**src/rtl/core/utf8e_pkg.sv**
```systemverilog
// ----------------------------------------------------------------------------
// utf8e_pkg
// shared types and constants for the utf-16le to utf-8 stream encoder
// ----------------------------------------------------------------------------
package utf8e_pkg;

	localparam int QUEUE_DEPTH = 4;
	localparam int CAP_W       = 16;

	typedef enum logic [1:0] {
		END_NULL    = 2'd0,
		END_FULL    = 2'd1,
		END_EXHAUST = 2'd2
	} end_reason_t;

	// one classified request from the front: up to three utf-8 bytes and
	// an optional terminator after them
	typedef struct packed {
		logic [15:0] unit;
		logic [1:0]  nbytes;
		logic        term;
		end_reason_t reason;
	} op_t;

endpackage

```
**src/rtl/core/utf8e_front.sv**
```systemverilog
// ----------------------------------------------------------------------------
// utf8e_front
// pairs input bytes into code units, tracks positions and capacity, and
// classifies each code unit or end into an encode request for the back end
// ----------------------------------------------------------------------------
module utf8e_front (
	input  logic                              clk,
	input  logic                              arst_n,
	input  logic                              push,
	output logic                              full,
	input  logic [7:0]                        in_byte,
	input  logic                              string_start,
	input  logic                              cfg_we,
	input  logic [utf8e_pkg::CAP_W-1:0]       cfg_wdata,
	input  logic                              q_full,
	output logic                              op_push,
	output utf8e_pkg::op_t                    op
);
	import utf8e_pkg::*;

	logic [CAP_W-1:0] capacity_q;
	logic [7:0]       held_q, held_nx;
	logic             phase_q, phase_nx;
	logic [15:0]      in_pos_q, in_pos_nx;
	logic [15:0]      out_pos_q, out_pos_nx;
	logic             stopped_q, stopped_nx;

	logic             accept;
	logic             eff_stop, eff_phase;
	logic [15:0]      eff_in, eff_out;
	logic [15:0]      unit;
	logic [1:0]       n;
	logic [16:0]      out_sum;
	logic [15:0]      in_step;
	logic             in_full, out_full, next_in_full;

	assign full   = q_full;
	assign accept = push && !q_full;

	// a new string clears the positions before this byte is looked at
	assign eff_stop  = string_start ? 1'b0 : stopped_q;
	assign eff_phase = string_start ? 1'b0 : phase_q;
	assign eff_in    = string_start ? 16'd0 : in_pos_q;
	assign eff_out   = string_start ? 16'd0 : out_pos_q;

	assign unit = {in_byte, held_q};
	always_comb begin
		if (unit[15:7] == 9'd0) begin
			n = 2'd1;
		end else if (unit[15:11] == 5'd0) begin
			n = 2'd2;
		end else begin
			n = 2'd3;
		end
	end

	assign in_full      = ({1'b0, eff_in} + 17'd2) > {1'b0, capacity_q};
	assign out_sum      = {1'b0, eff_out} + {15'd0, n};
	assign out_full     = out_sum >= {1'b0, capacity_q};
	assign in_step      = eff_in + 16'd2;
	assign next_in_full = ({1'b0, in_step} + 17'd2) > {1'b0, capacity_q};

	always_comb begin
		op_push    = 1'b0;
		op         = '0;
		op.reason  = END_NULL;
		held_nx    = held_q;
		phase_nx   = phase_q;
		in_pos_nx  = in_pos_q;
		out_pos_nx = out_pos_q;
		stopped_nx = stopped_q;
		if (accept) begin
			phase_nx   = eff_phase;
			in_pos_nx  = eff_in;
			out_pos_nx = eff_out;
			stopped_nx = eff_stop;
			if (!eff_stop) begin
				if (!eff_phase) begin
					if (in_full) begin
						op_push    = 1'b1;
						op.term    = 1'b1;
						op.reason  = END_EXHAUST;
						stopped_nx = 1'b1;
					end else begin
						held_nx  = in_byte;
						phase_nx = 1'b1;
					end
				end else begin
					phase_nx = 1'b0;
					if (unit == 16'd0) begin
						op_push    = 1'b1;
						op.term    = 1'b1;
						op.reason  = END_NULL;
						stopped_nx = 1'b1;
					end else if (out_full) begin
						op_push    = 1'b1;
						op.term    = 1'b1;
						op.reason  = END_FULL;
						stopped_nx = 1'b1;
					end else begin
						op_push    = 1'b1;
						op.unit    = unit;
						op.nbytes  = n;
						out_pos_nx = out_sum[15:0];
						in_pos_nx  = in_step;
						if (next_in_full) begin
							op.term    = 1'b1;
							op.reason  = END_EXHAUST;
							stopped_nx = 1'b1;
						end
					end
				end
			end
		end
	end

	always_ff @(posedge clk or negedge arst_n) begin
		if (!arst_n) begin
			capacity_q <= '0;
			held_q     <= '0;
			phase_q    <= 1'b0;
			in_pos_q   <= '0;
			out_pos_q  <= '0;
			stopped_q  <= 1'b0;
		end else begin
			if (cfg_we) begin
				capacity_q <= cfg_wdata;
			end
			held_q    <= held_nx;
			phase_q   <= phase_nx;
			in_pos_q  <= in_pos_nx;
			out_pos_q <= out_pos_nx;
			stopped_q <= stopped_nx;
		end
	end

	a_push_has_results: assert property (@(posedge clk) disable iff (!arst_n)
		op_push |-> (op.term || op.nbytes != 2'd0))
		else $error("front pushed a request with no results");

	a_stopped_silent: assert property (@(posedge clk) disable iff (!arst_n)
		(accept && stopped_q && !string_start) |-> !op_push)
		else $error("front produced a request after the terminator");

endmodule

```
**src/rtl/core/utf8e_queue.sv**
```systemverilog
// ----------------------------------------------------------------------------
// utf8e_queue
// short request queue between the front and the back end
// ----------------------------------------------------------------------------
module utf8e_queue #(
	parameter int DEPTH = utf8e_pkg::QUEUE_DEPTH
) (
	input  logic           clk,
	input  logic           arst_n,
	input  logic           push,
	input  utf8e_pkg::op_t wdata,
	input  logic           pop,
	output utf8e_pkg::op_t rdata,
	output logic           full,
	output logic           empty
);
	import utf8e_pkg::*;

	localparam int PW = (DEPTH > 1) ? $clog2(DEPTH) : 1;
	localparam int CW = $clog2(DEPTH + 1);

	op_t           mem_q [DEPTH];
	logic [PW-1:0] wr_ptr_q, rd_ptr_q;
	logic [CW-1:0] count_q;
	logic          do_push, do_pop;

	assign full    = count_q == CW'(DEPTH);
	assign empty   = count_q == '0;
	assign do_push = push && !full;
	assign do_pop  = pop && !empty;
	assign rdata   = mem_q[rd_ptr_q];

	always_ff @(posedge clk) begin
		if (do_push) begin
			mem_q[wr_ptr_q] <= wdata;
		end
	end

	always_ff @(posedge clk or negedge arst_n) begin
		if (!arst_n) begin
			wr_ptr_q <= '0;
			rd_ptr_q <= '0;
			count_q  <= '0;
		end else begin
			if (do_push) begin
				wr_ptr_q <= (wr_ptr_q == PW'(DEPTH - 1)) ? '0 : wr_ptr_q + 1'b1;
			end
			if (do_pop) begin
				rd_ptr_q <= (rd_ptr_q == PW'(DEPTH - 1)) ? '0 : rd_ptr_q + 1'b1;
			end
			if (do_push && !do_pop) begin
				count_q <= count_q + 1'b1;
			end else if (do_pop && !do_push) begin
				count_q <= count_q - 1'b1;
			end
		end
	end

	a_no_overflow: assert property (@(posedge clk) disable iff (!arst_n)
		!(push && full))
		else $error("request pushed into a full queue");

	a_no_underflow: assert property (@(posedge clk) disable iff (!arst_n)
		!(pop && empty))
		else $error("request popped from an empty queue");

	a_count_bound: assert property (@(posedge clk) disable iff (!arst_n)
		count_q <= CW'(DEPTH))
		else $error("queue count beyond depth");

endmodule

```
**src/rtl/core/utf8e_back.sv**
```systemverilog
// ----------------------------------------------------------------------------
// utf8e_back
// walks the head request one result per cycle into the free output register
// ----------------------------------------------------------------------------
module utf8e_back (
	input  logic           clk,
	input  logic           arst_n,
	input  logic           head_valid,
	input  utf8e_pkg::op_t head,
	output logic           head_pop,
	output logic           empty,
	input  logic           pop,
	output logic [7:0]     out_byte,
	output logic           is_last,
	output logic [1:0]     end_reason
);
	import utf8e_pkg::*;

	logic        out_valid_q;
	logic [7:0]  out_byte_q;
	logic        is_last_q;
	end_reason_t end_reason_q;
	logic [1:0]  step_q;

	logic        load;
	logic [2:0]  count;
	logic        last_step;
	logic [7:0]  byte_nx;
	logic        is_byte;

	assign count     = {1'b0, head.nbytes} + {2'b0, head.term};
	assign last_step = {1'b0, step_q} == count - 3'd1;
	assign load      = head_valid && (!out_valid_q || pop);
	assign head_pop  = load && last_step;
	assign is_byte   = step_q < head.nbytes;

	always_comb begin
		unique case ({head.nbytes, step_q})
			{2'd1, 2'd0}: byte_nx = head.unit[7:0];
			{2'd2, 2'd0}: byte_nx = {3'b110, head.unit[10:6]};
			{2'd2, 2'd1}: byte_nx = {2'b10, head.unit[5:0]};
			{2'd3, 2'd0}: byte_nx = {4'b1110, head.unit[15:12]};
			{2'd3, 2'd1}: byte_nx = {2'b10, head.unit[11:6]};
			{2'd3, 2'd2}: byte_nx = {2'b10, head.unit[5:0]};
			default:      byte_nx = 8'd0;
		endcase
	end

	always_ff @(posedge clk or negedge arst_n) begin
		if (!arst_n) begin
			out_valid_q <= 1'b0;
			step_q      <= '0;
		end else begin
			if (load) begin
				out_valid_q <= 1'b1;
				step_q      <= last_step ? 2'd0 : step_q + 2'd1;
			end else if (pop) begin
				out_valid_q <= 1'b0;
			end
		end
	end

	always_ff @(posedge clk) begin
		if (load) begin
			out_byte_q   <= is_byte ? byte_nx : 8'd0;
			is_last_q    <= !is_byte;
			end_reason_q <= is_byte ? END_NULL : head.reason;
		end
	end

	assign empty      = !out_valid_q;
	assign out_byte   = out_byte_q;
	assign is_last    = is_last_q;
	assign end_reason = end_reason_q;

	a_term_zero: assert property (@(posedge clk) disable iff (!arst_n)
		(out_valid_q && is_last_q) |-> (out_byte_q == 8'd0))
		else $error("terminator carries a nonzero byte");

	a_step_idle: assert property (@(posedge clk) disable iff (!arst_n)
		!head_valid |-> (step_q == 2'd0))
		else $error("step counter moved with no request");

	a_step_bound: assert property (@(posedge clk) disable iff (!arst_n)
		head_valid |-> ({1'b0, step_q} < count))
		else $error("step counter beyond request length");

endmodule

```
**src/rtl/core/utf8e_top.sv**
```systemverilog
// ----------------------------------------------------------------------------
// utf16le_to_utf8_stream_encoder_top
// utf-16le byte stream in, utf-8 bytes with a terminator out
// ----------------------------------------------------------------------------
// Input is a queue-style port: a byte with string_start is taken on an edge
// with push high and full low. Results come out queue-style: out_byte,
// is_last and end_reason are valid while empty is low and are taken on an
// edge with pop high. The user must write the capacity register with
// cfg_we/cfg_wdata while the block is idle; the block does not enforce this.
// The front takes one byte per cycle while full is low, updates the pairing
// and position counters at once and places any encode request in a small
// queue. The back end drains the head request at one result per cycle, while
// the output register is empty or popped, through that register. The first
// result thus passes through the queue and then the output register before
// it is on the output ports. A high byte can cause up to four results, so in
// steady state the output port limits the rate; the queue of QUEUE_DEPTH
// requests absorbs bursts. full rises when that queue is full.
// When the receiver stalls, the output register holds, the queue fills and
// full then holds off the sender. Reset clears the queue, the counters and
// the capacity (to zero); a string is in progress from reset on.
// ----------------------------------------------------------------------------
module utf16le_to_utf8_stream_encoder_top #(
	parameter int QUEUE_DEPTH = utf8e_pkg::QUEUE_DEPTH
) (
	input  logic                        clk,
	input  logic                        arst_n,
	input  logic                        push,
	output logic                        full,
	input  logic [7:0]                  in_byte,
	input  logic                        string_start,
	output logic                        empty,
	input  logic                        pop,
	output logic [7:0]                  out_byte,
	output logic                        is_last,
	output logic [1:0]                  end_reason,
	input  logic                        cfg_we,
	input  logic [utf8e_pkg::CAP_W-1:0] cfg_wdata
);
	import utf8e_pkg::*;

	logic q_full, q_empty, op_push, head_pop;
	op_t  op, head;

	utf8e_front u_front (
		.clk          (clk),
		.arst_n       (arst_n),
		.push         (push),
		.full         (full),
		.in_byte      (in_byte),
		.string_start (string_start),
		.cfg_we       (cfg_we),
		.cfg_wdata    (cfg_wdata),
		.q_full       (q_full),
		.op_push      (op_push),
		.op           (op)
	);

	utf8e_queue #(
		.DEPTH (QUEUE_DEPTH)
	) u_queue (
		.clk    (clk),
		.arst_n (arst_n),
		.push   (op_push),
		.wdata  (op),
		.pop    (head_pop),
		.rdata  (head),
		.full   (q_full),
		.empty  (q_empty)
	);

	utf8e_back u_back (
		.clk        (clk),
		.arst_n     (arst_n),
		.head_valid (!q_empty),
		.head       (head),
		.head_pop   (head_pop),
		.empty      (empty),
		.pop        (pop),
		.out_byte   (out_byte),
		.is_last    (is_last),
		.end_reason (end_reason)
	);

endmodule
```
**config.mk**
```make
export PLATFORM = sky130hd
export DESIGN_NAME = utf16le_to_utf8_stream_encoder_top
export DESIGN_NICKNAME = d
export VERILOG_FILES = /design/src/rtl/core/utf8e_pkg.sv /design/src/rtl/core/utf8e_front.sv /design/src/rtl/core/utf8e_queue.sv /design/src/rtl/core/utf8e_back.sv /design/src/rtl/core/utf8e_top.sv
export SDC_FILE = /design/constraint.sdc
export NUM_CORES = 1
export LEC_CHECK = 0
export BUFFER_PORTS_ARGS = -buffer_cell sky130_fd_sc_hd__buf_2
export CAP_MARGIN = 10
export CORE_MARGIN = 2
export CORE_UTILIZATION = 60
export DETAILED_ROUTE_END_ITERATION = 10
export GPL_ROUTABILITY_DRIVEN = 0
export PLACE_DENSITY = 0.82
export SLEW_MARGIN = 20
export SYNTH_ARGS = -nofsm -noshare
export SYNTH_HDL_FRONTEND = slang
export SYNTH_HIERARCHICAL = 1
export SYNTH_SLANG_ARGS = --single-unit
```
**constraint.sdc**
```tcl
create_clock -name clk -period 8.6 [get_ports clk]
set_input_delay 0 -clock clk [delete_from_list [all_inputs] [get_ports clk]]
set_output_delay 0 -clock clk [all_outputs]
set_load 0.03 [all_outputs]
```
Word level (Yosys, flattened, before mapping)
Memory sizes are Yosys's and may differ from the RTL's.
Cells that the tools add are included.
{"block": "classes", "eq_ne": 10, "reduce_logical": 22, "bitwise_logic": 3, "mux": 46, "n_lt_le_gt_ge": 4, "add_sub_neg": 11}
{"operator": "16-bit 2-to-1 mux", "n": 10}
{"operator": "18-bit 2-to-1 mux", "n": 3}
{"operator": "21-bit 2-to-1 mux", "n": 2}
{"operator": "8-bit one-hot mux with 5 select lines", "n": 1}
{"operator": "16-bit by 2-bit adder with 17-bit output, second input constant", "n": 2}
{"operator": "17-bit by 16-bit greater-than comparator with 1-bit output", "n": 2}
{"operator": "3-bit 2-to-1 mux", "n": 7}
{"operator": "4-bit == test, second input constant", "n": 5}
{"operator": "1-bit 2-to-1 mux", "n": 19}
{"operator": "16-bit by 2-bit adder with 17-bit output", "n": 1}
{"operator": "17-bit by 16-bit >= comparator with 1-bit output", "n": 1}
{"operator": "16-bit by 2-bit adder with 16-bit output, second input constant", "n": 1}
{"operator": "16-bit zero test", "n": 1}
{"operator": "9-bit zero test", "n": 1}
{"operator": "2-bit 2-to-1 mux", "n": 4}
{"operator": "1-bit logical AND", "n": 7}
{"operator": "2-bit by 1-bit adder with 2-bit output, second input constant", "n": 3}
{"operator": "1-bit zero test", "n": 6}
{"operator": "3-bit by 1-bit subtractor with 3-bit output, second input constant", "n": 2}
{"operator": "5-bit zero test", "n": 1}
{"operator": "2-bit == test, second input constant", "n": 2}
{"operator": "4-bit by 3-bit == test with 1-bit output, second input constant", "n": 1}
{"operator": "4-bit AND reduction", "n": 1}
{"operator": "2-bit nonzero test", "n": 2}
{"operator": "9 further kinds", "n": 11}
{"block": "totals", "ff_bits": 79, "elab_cells": 111, "ramBits": 84, "n_memories": 1, "in_bits": 30}
{"name": "u_queue.mem_q", "depth": 4, "width": 21, "rd": 1, "rd_ports_with_merged_regs": 0, "write_ports": 1, "line": "utf8e_queue.sv:22", "source": "op_t mem_q [DEPTH];"}

Logic depth before layout (Yosys ltp)
{"block": "logic_depth", "depth_word": 12, "depth_mapped": 27, "mapped_depth_nobuf": 24}

By module
The synthesis kept the hierarchy.
{"module": "utf8e_front", "n_inst": 1, "area_per_inst_um2": 4817.1, "seq_area_each_um2": 1451.4, "cells_each": 566}
{"module": "utf8e_queue", "n_inst": 1, "area_per_inst_um2": 3495.9, "seq_area_each_um2": 2697.6, "cells_each": 147}
{"module": "utf8e_back", "n_inst": 1, "area_per_inst_um2": 938.4, "seq_area_each_um2": 405.4, "cells_each": 85}
{"module": "utf16le_to_utf8_stream_encoder_top", "n_inst": 1, "area_per_inst_um2": 3.8, "seq_area_each_um2": 0.0, "cells_each": 1}

Worst setup path before layout
OpenSTA, ideal clock, no wires.
{"block": "synth_path", "path_type": "input to register", "from": "input port string_start", "to": "register u_front.out_pos_q[9]", "setup_time_ps": 78, "path_buffers": 8, "path_stages": 26, "arrival_time_ps": 5187, "path_slack_ps": 3335, "cell_sequence": "buf_4 clkbuf_1 clkbuf_1 buf_1 buf_1 nor2b_1 ha_1 inv_1 fa_1 nor2b_1 nand4_2 nor4_1 nand3_1 xor2_1 nor2_1 ha_1 nand4_1 or3_1 o41ai_1 or4b_1 buf_2 or3_1 buf_2 buf_6 or3_1 a21oi_1"}
{"block": "synth_via", "elab_chain_cells": 7}
{"element": "start: declaration", "line": "utf8e_top.sv:30", "source": "input logic string_start,"}
{"element": "16-bit 2-to-1 mux", "line": "utf8e_front.sv:44", "source": "assign eff_out = string_start ? 16'd0 : out_pos_q;"}
{"element": "16-bit by 2-bit adder with 17-bit output", "line": "utf8e_front.sv:58", "source": "assign out_sum = {1'b0, eff_out} + {15'd0, n};"}
{"element": "17-bit by 16-bit >= comparator with 1-bit output", "line": "utf8e_front.sv:59", "source": "assign out_full = out_sum >= {1'b0, capacity_q};"}
{"element": "16-bit 2-to-1 mux", "line": "utf8e_front.sv:95", "source": "end else if (out_full) begin"}
{"element": "16-bit 2-to-1 mux", "line": "utf8e_front.sv:90", "source": "if (unit == 16'd0) begin"}
{"element": "16-bit 2-to-1 mux", "line": "utf8e_front.sv:78", "source": "if (!eff_phase) begin"}
{"element": "16-bit 2-to-1 mux (*)", "line": "utf8e_front.sv:77", "source": "if (!eff_stop) begin"}
{"element": "end signal: assignment", "line": "utf8e_front.sv:132", "source": "out_pos_q <= out_pos_nx;"}
{"element": "end: declaration", "line": "utf8e_front.sv:25", "source": "logic [15:0] out_pos_q, out_pos_nx;"}
Every way passes the cells marked *; elsewhere a longest branch is shown, timed or not.
A chain may end at the register's enable or synchronous reset.

Worst setup path after layout
{"block": "layout_path", "from": "register u_front.held_q[7]", "to": "register u_front.in_pos_q[4]"}
{"block": "layout_via", "elab_chain_cells": 8}
{"element": "start: declaration", "line": "utf8e_front.sv:22", "source": "logic [7:0] held_q, held_nx;"}
{"element": "start signal: assignment", "line": "utf8e_front.sv:129", "source": "held_q <= held_nx;"}
{"element": "9-bit zero test", "line": "utf8e_front.sv:48", "source": "if (unit[15:7] == 9'd0) begin"}
{"element": "2-bit 2-to-1 mux", "line": "utf8e_front.sv:48"}
{"element": "16-bit by 2-bit adder with 17-bit output", "line": "utf8e_front.sv:58"}
{"element": "17-bit by 16-bit >= comparator with 1-bit output", "line": "utf8e_front.sv:59"}
{"element": "16-bit 2-to-1 mux", "line": "utf8e_front.sv:95"}
{"element": "16-bit 2-to-1 mux (*)", "line": "utf8e_front.sv:90"}
{"element": "16-bit 2-to-1 mux (*)", "line": "utf8e_front.sv:78"}
{"element": "16-bit 2-to-1 mux (*)", "line": "utf8e_front.sv:77"}
{"element": "end signal: assignment", "line": "utf8e_front.sv:131", "source": "in_pos_q <= in_pos_nx;"}
{"element": "end: declaration", "line": "utf8e_front.sv:24", "source": "logic [15:0] in_pos_q, in_pos_nx;"}
Marks and branches as above.

==> out/results.tsv <==
metric	value	unit
unrepaired setup endpoints after global routing	false	
Ys Warns	6	
async set or reset register ratio after synthesis	0.417	
fmax	161	MHz
sequential share of the synthesized area	0.492	
worst hold path depth	3	
Final Net Count	957	
hold path endpoint	u_front/capacity_q[5]	
final period utilization	0.724	
largest net degree at the start of global routing	69	
post-DR vias/cell	6.48	
CP required	8.96	ns
Worst Hold Class	in2reg	
Slew HR	0.244	
floorplan die height	128	um
fin cells	1061	
dpl cells	1003	
CTS resizes	0	
largest area contributor in the netlist	edfxtp_1	
clk_lat worst skew	0.43	ns
R2R Path Start	u_front/held_q[7]	
post-synth cell types	74	
first-pass GRT wire length	35.9	mm
worst slew pin tran	1.13	ns
Initial DRC Count	750	
post-DR wirelength/cell	20.5	um
count leader, synth	edfxtp_1	
postcts setup bufs	0	
Final Hold Fails	0	
Final Max Tran Viols	0	
syn_area_per_cell	11.6	um2
WS Path Type	reg2reg	
port bufs	42	
Syn Nets	896	
Core ar.	15100	um2
endpoint class of the critical path	register	
number of synthesized register bits	163	
number of diodes	0	
crit path time final	6.23	ns
number of global-route vias before repair	7044	
main flop type after synthesis	edfxtp_1	
Reg-to-Reg End	u_front/in_pos_q[4]	
power density cells	265	nW/um2
Die Wd	128	um
post-route antenna net violation count	0	
Hold Startpoint	cfg_we	
flop2flop setup slack	2.37	ns
num rows	45	
H-tree levels	4	
Setup violations, final	0	
Final Cell Area	10400	um2
status	finished clean	
cts-stage hold buffer count	26	
Worst-path clk slew	0.06	ns
maxcap violations	0	
CP Max Fanout	28	
post-synth top area share	0.308	
io pins	43	
clk buf depth	2	
die footprint	16400	um2
peak supply drop	172	uV
synth top area cells	edfxtp_1, dfrtp_1, ha_1, mux4_2, a21oi_1	
DP HPWL	14.8	mm
final setup TNS	0	ns
# DRC	0	
static leakage	4.26	nW
initial antenna violation count	0	
top cells by count, synth	edfxtp_1, dfrtp_1, ha_1, nand2_1, inv_1	
gr usage total	0.283	
TritonCTS clock tree	done	
starting density of the core	0.611	
skew final	0.0119	ns
area post-placement	9560	um2
share of layout cells above drive strength 1	0.151	
Routed WL	21.8	mm
Root Buffer	clkbuf_16	
Post-synth EDFFs	95	
Area Growth Syn to Fin	12.7	%
crit path DAT	6.59	ns
DR vias	6880	
synthesized instance count	799	
drt pass-1 iters	6	
Synth Cell Area	9260	um2
clk sinks	163	
number of cells on the worst reg-to-reg path	20	
Critical Path Start Type	register	
grt total ovfl	0	
Num CTS Buffers	17	
[cells in the final DEF (no fill, tap or decap), types with 7 or more instances in the layout]
master / instances
nand4_1: 11
inv_1: 47
a22o_1: 14
edfxtp_1: 95
clkbuf_16: 17
dlygate4sd3_1: 26
a22oi_1: 7
dfrtp_1: 68
nor2_1: 41
ha_1: 65
buf_2: 42
xnor2_1: 24
o21ai_0: 35
nand3_1: 20
o211ai_1: 10
mux4_2: 21
and2_1: 22
nor3_1: 13
nor2b_1: 11
xor2_1: 11
or3_1: 15
and3_1: 9
a21oi_1: 45
nand2_1: 60
mux2_2: 13
a211o_1: 7
[kinds of logic after synthesis]
kind of cell / share of synthesized area
simple gates: 0.148
flops: 0.492
xor+xnor: 0.0331
buf+inv: 0.0397
mux: 0.0791
fa+ha+maj: 0.0922
compound gates: 0.116
[critical path, cell delays in order (launching register included)]
cell and delay [ns]:
dfrtp_1 0.38, or4_1 0.58, nand2_1 0.12, ha_1 0.19
inv_1 0.06, fa_1 0.45, nor2b_1 0.19, nand4_2 0.20
nor4_1 0.74, nand3_1 0.18, xor2_1 0.16, nor2_1 0.08
ha_1 0.32, nand4_1 0.11, or3_1 0.41, o41ai_1 0.60
or4b_1 0.33, nor3_2 0.07, buf_4 0.26, nor2_2 0.50
a22o_1 0.24
[final cells by class]
type                            count  area [um2]
Sequential cell                   163        4550
Clock buffer                       19         443
Tap cell                          188         235
Multi-Input combinational cell    556        4330
Fill cell                        1015        4710
Timing Repair Buffer               74         515
Clock inverter                     13         170
Inverter                           48         180
[how the worst max path moves through the flow]
stage                      start                     to
4_1_cts        u_front/held_q[7]    u_front/in_pos_q[4]
2_1_floorplan       string_start   u_front/out_pos_q[9]
6_report       u_front/held_q[7]    u_front/in_pos_q[4]
3_5_place_dp   u_front/held_q[7]  u_front/out_pos_q[12]
3_3_place_gp   u_front/held_q[7]  u_front/out_pos_q[12]
5_1_grt        u_front/held_q[7]    u_front/in_pos_q[9]
[power by group]
part / switching, mW / leakage (nW) / internal [mW]
clock network: 0.325 / 0.297 / 0.470
registers: 0.0775 / 1.76 / 0.969
logic: 0.558 / 2.20 / 0.367
[flip-flops by register name (all words and copies together), names as in the netlist, 2 cells and up]
name                flops
u_back/end_reason       2
u_front/held_q          8
u_queue/mem_q          84
u_back/step_q           2
u_front/out_pos_q      16
u_queue/count_q         3
u_queue/rd_ptr_q        2
u_back/out_byte         8
u_front/capacity_q     16
u_front/in_pos_q       16
u_queue/wr_ptr_q        2
[metrics by stage]
stage                     total power, mW  worst slack [ns]  utilization  hold slack, ns
after floorplan                      1.75              3.34            -          -0.296
after global placement               1.90              2.91        0.631           0.202
after detailed placement             1.96              2.60        0.631           0.212
after CTS                            2.76              2.49        0.689         0.00782
after global routing                 2.90              1.99        0.689          0.0686
final                                2.77              2.37        0.689          0.0250
[metal layers]
metal  track usage  wire (um)  part of all wire  up-vias
met3        0.0534       1270             0.058       73
li1              -          -                 -     3100
met1         0.348       8570              0.39     3368
met4         0.145        874             0.040        0
met2         0.478      11000              0.51      339
met5             0          0                 0        -
Power figures use the tool's default switching activity.
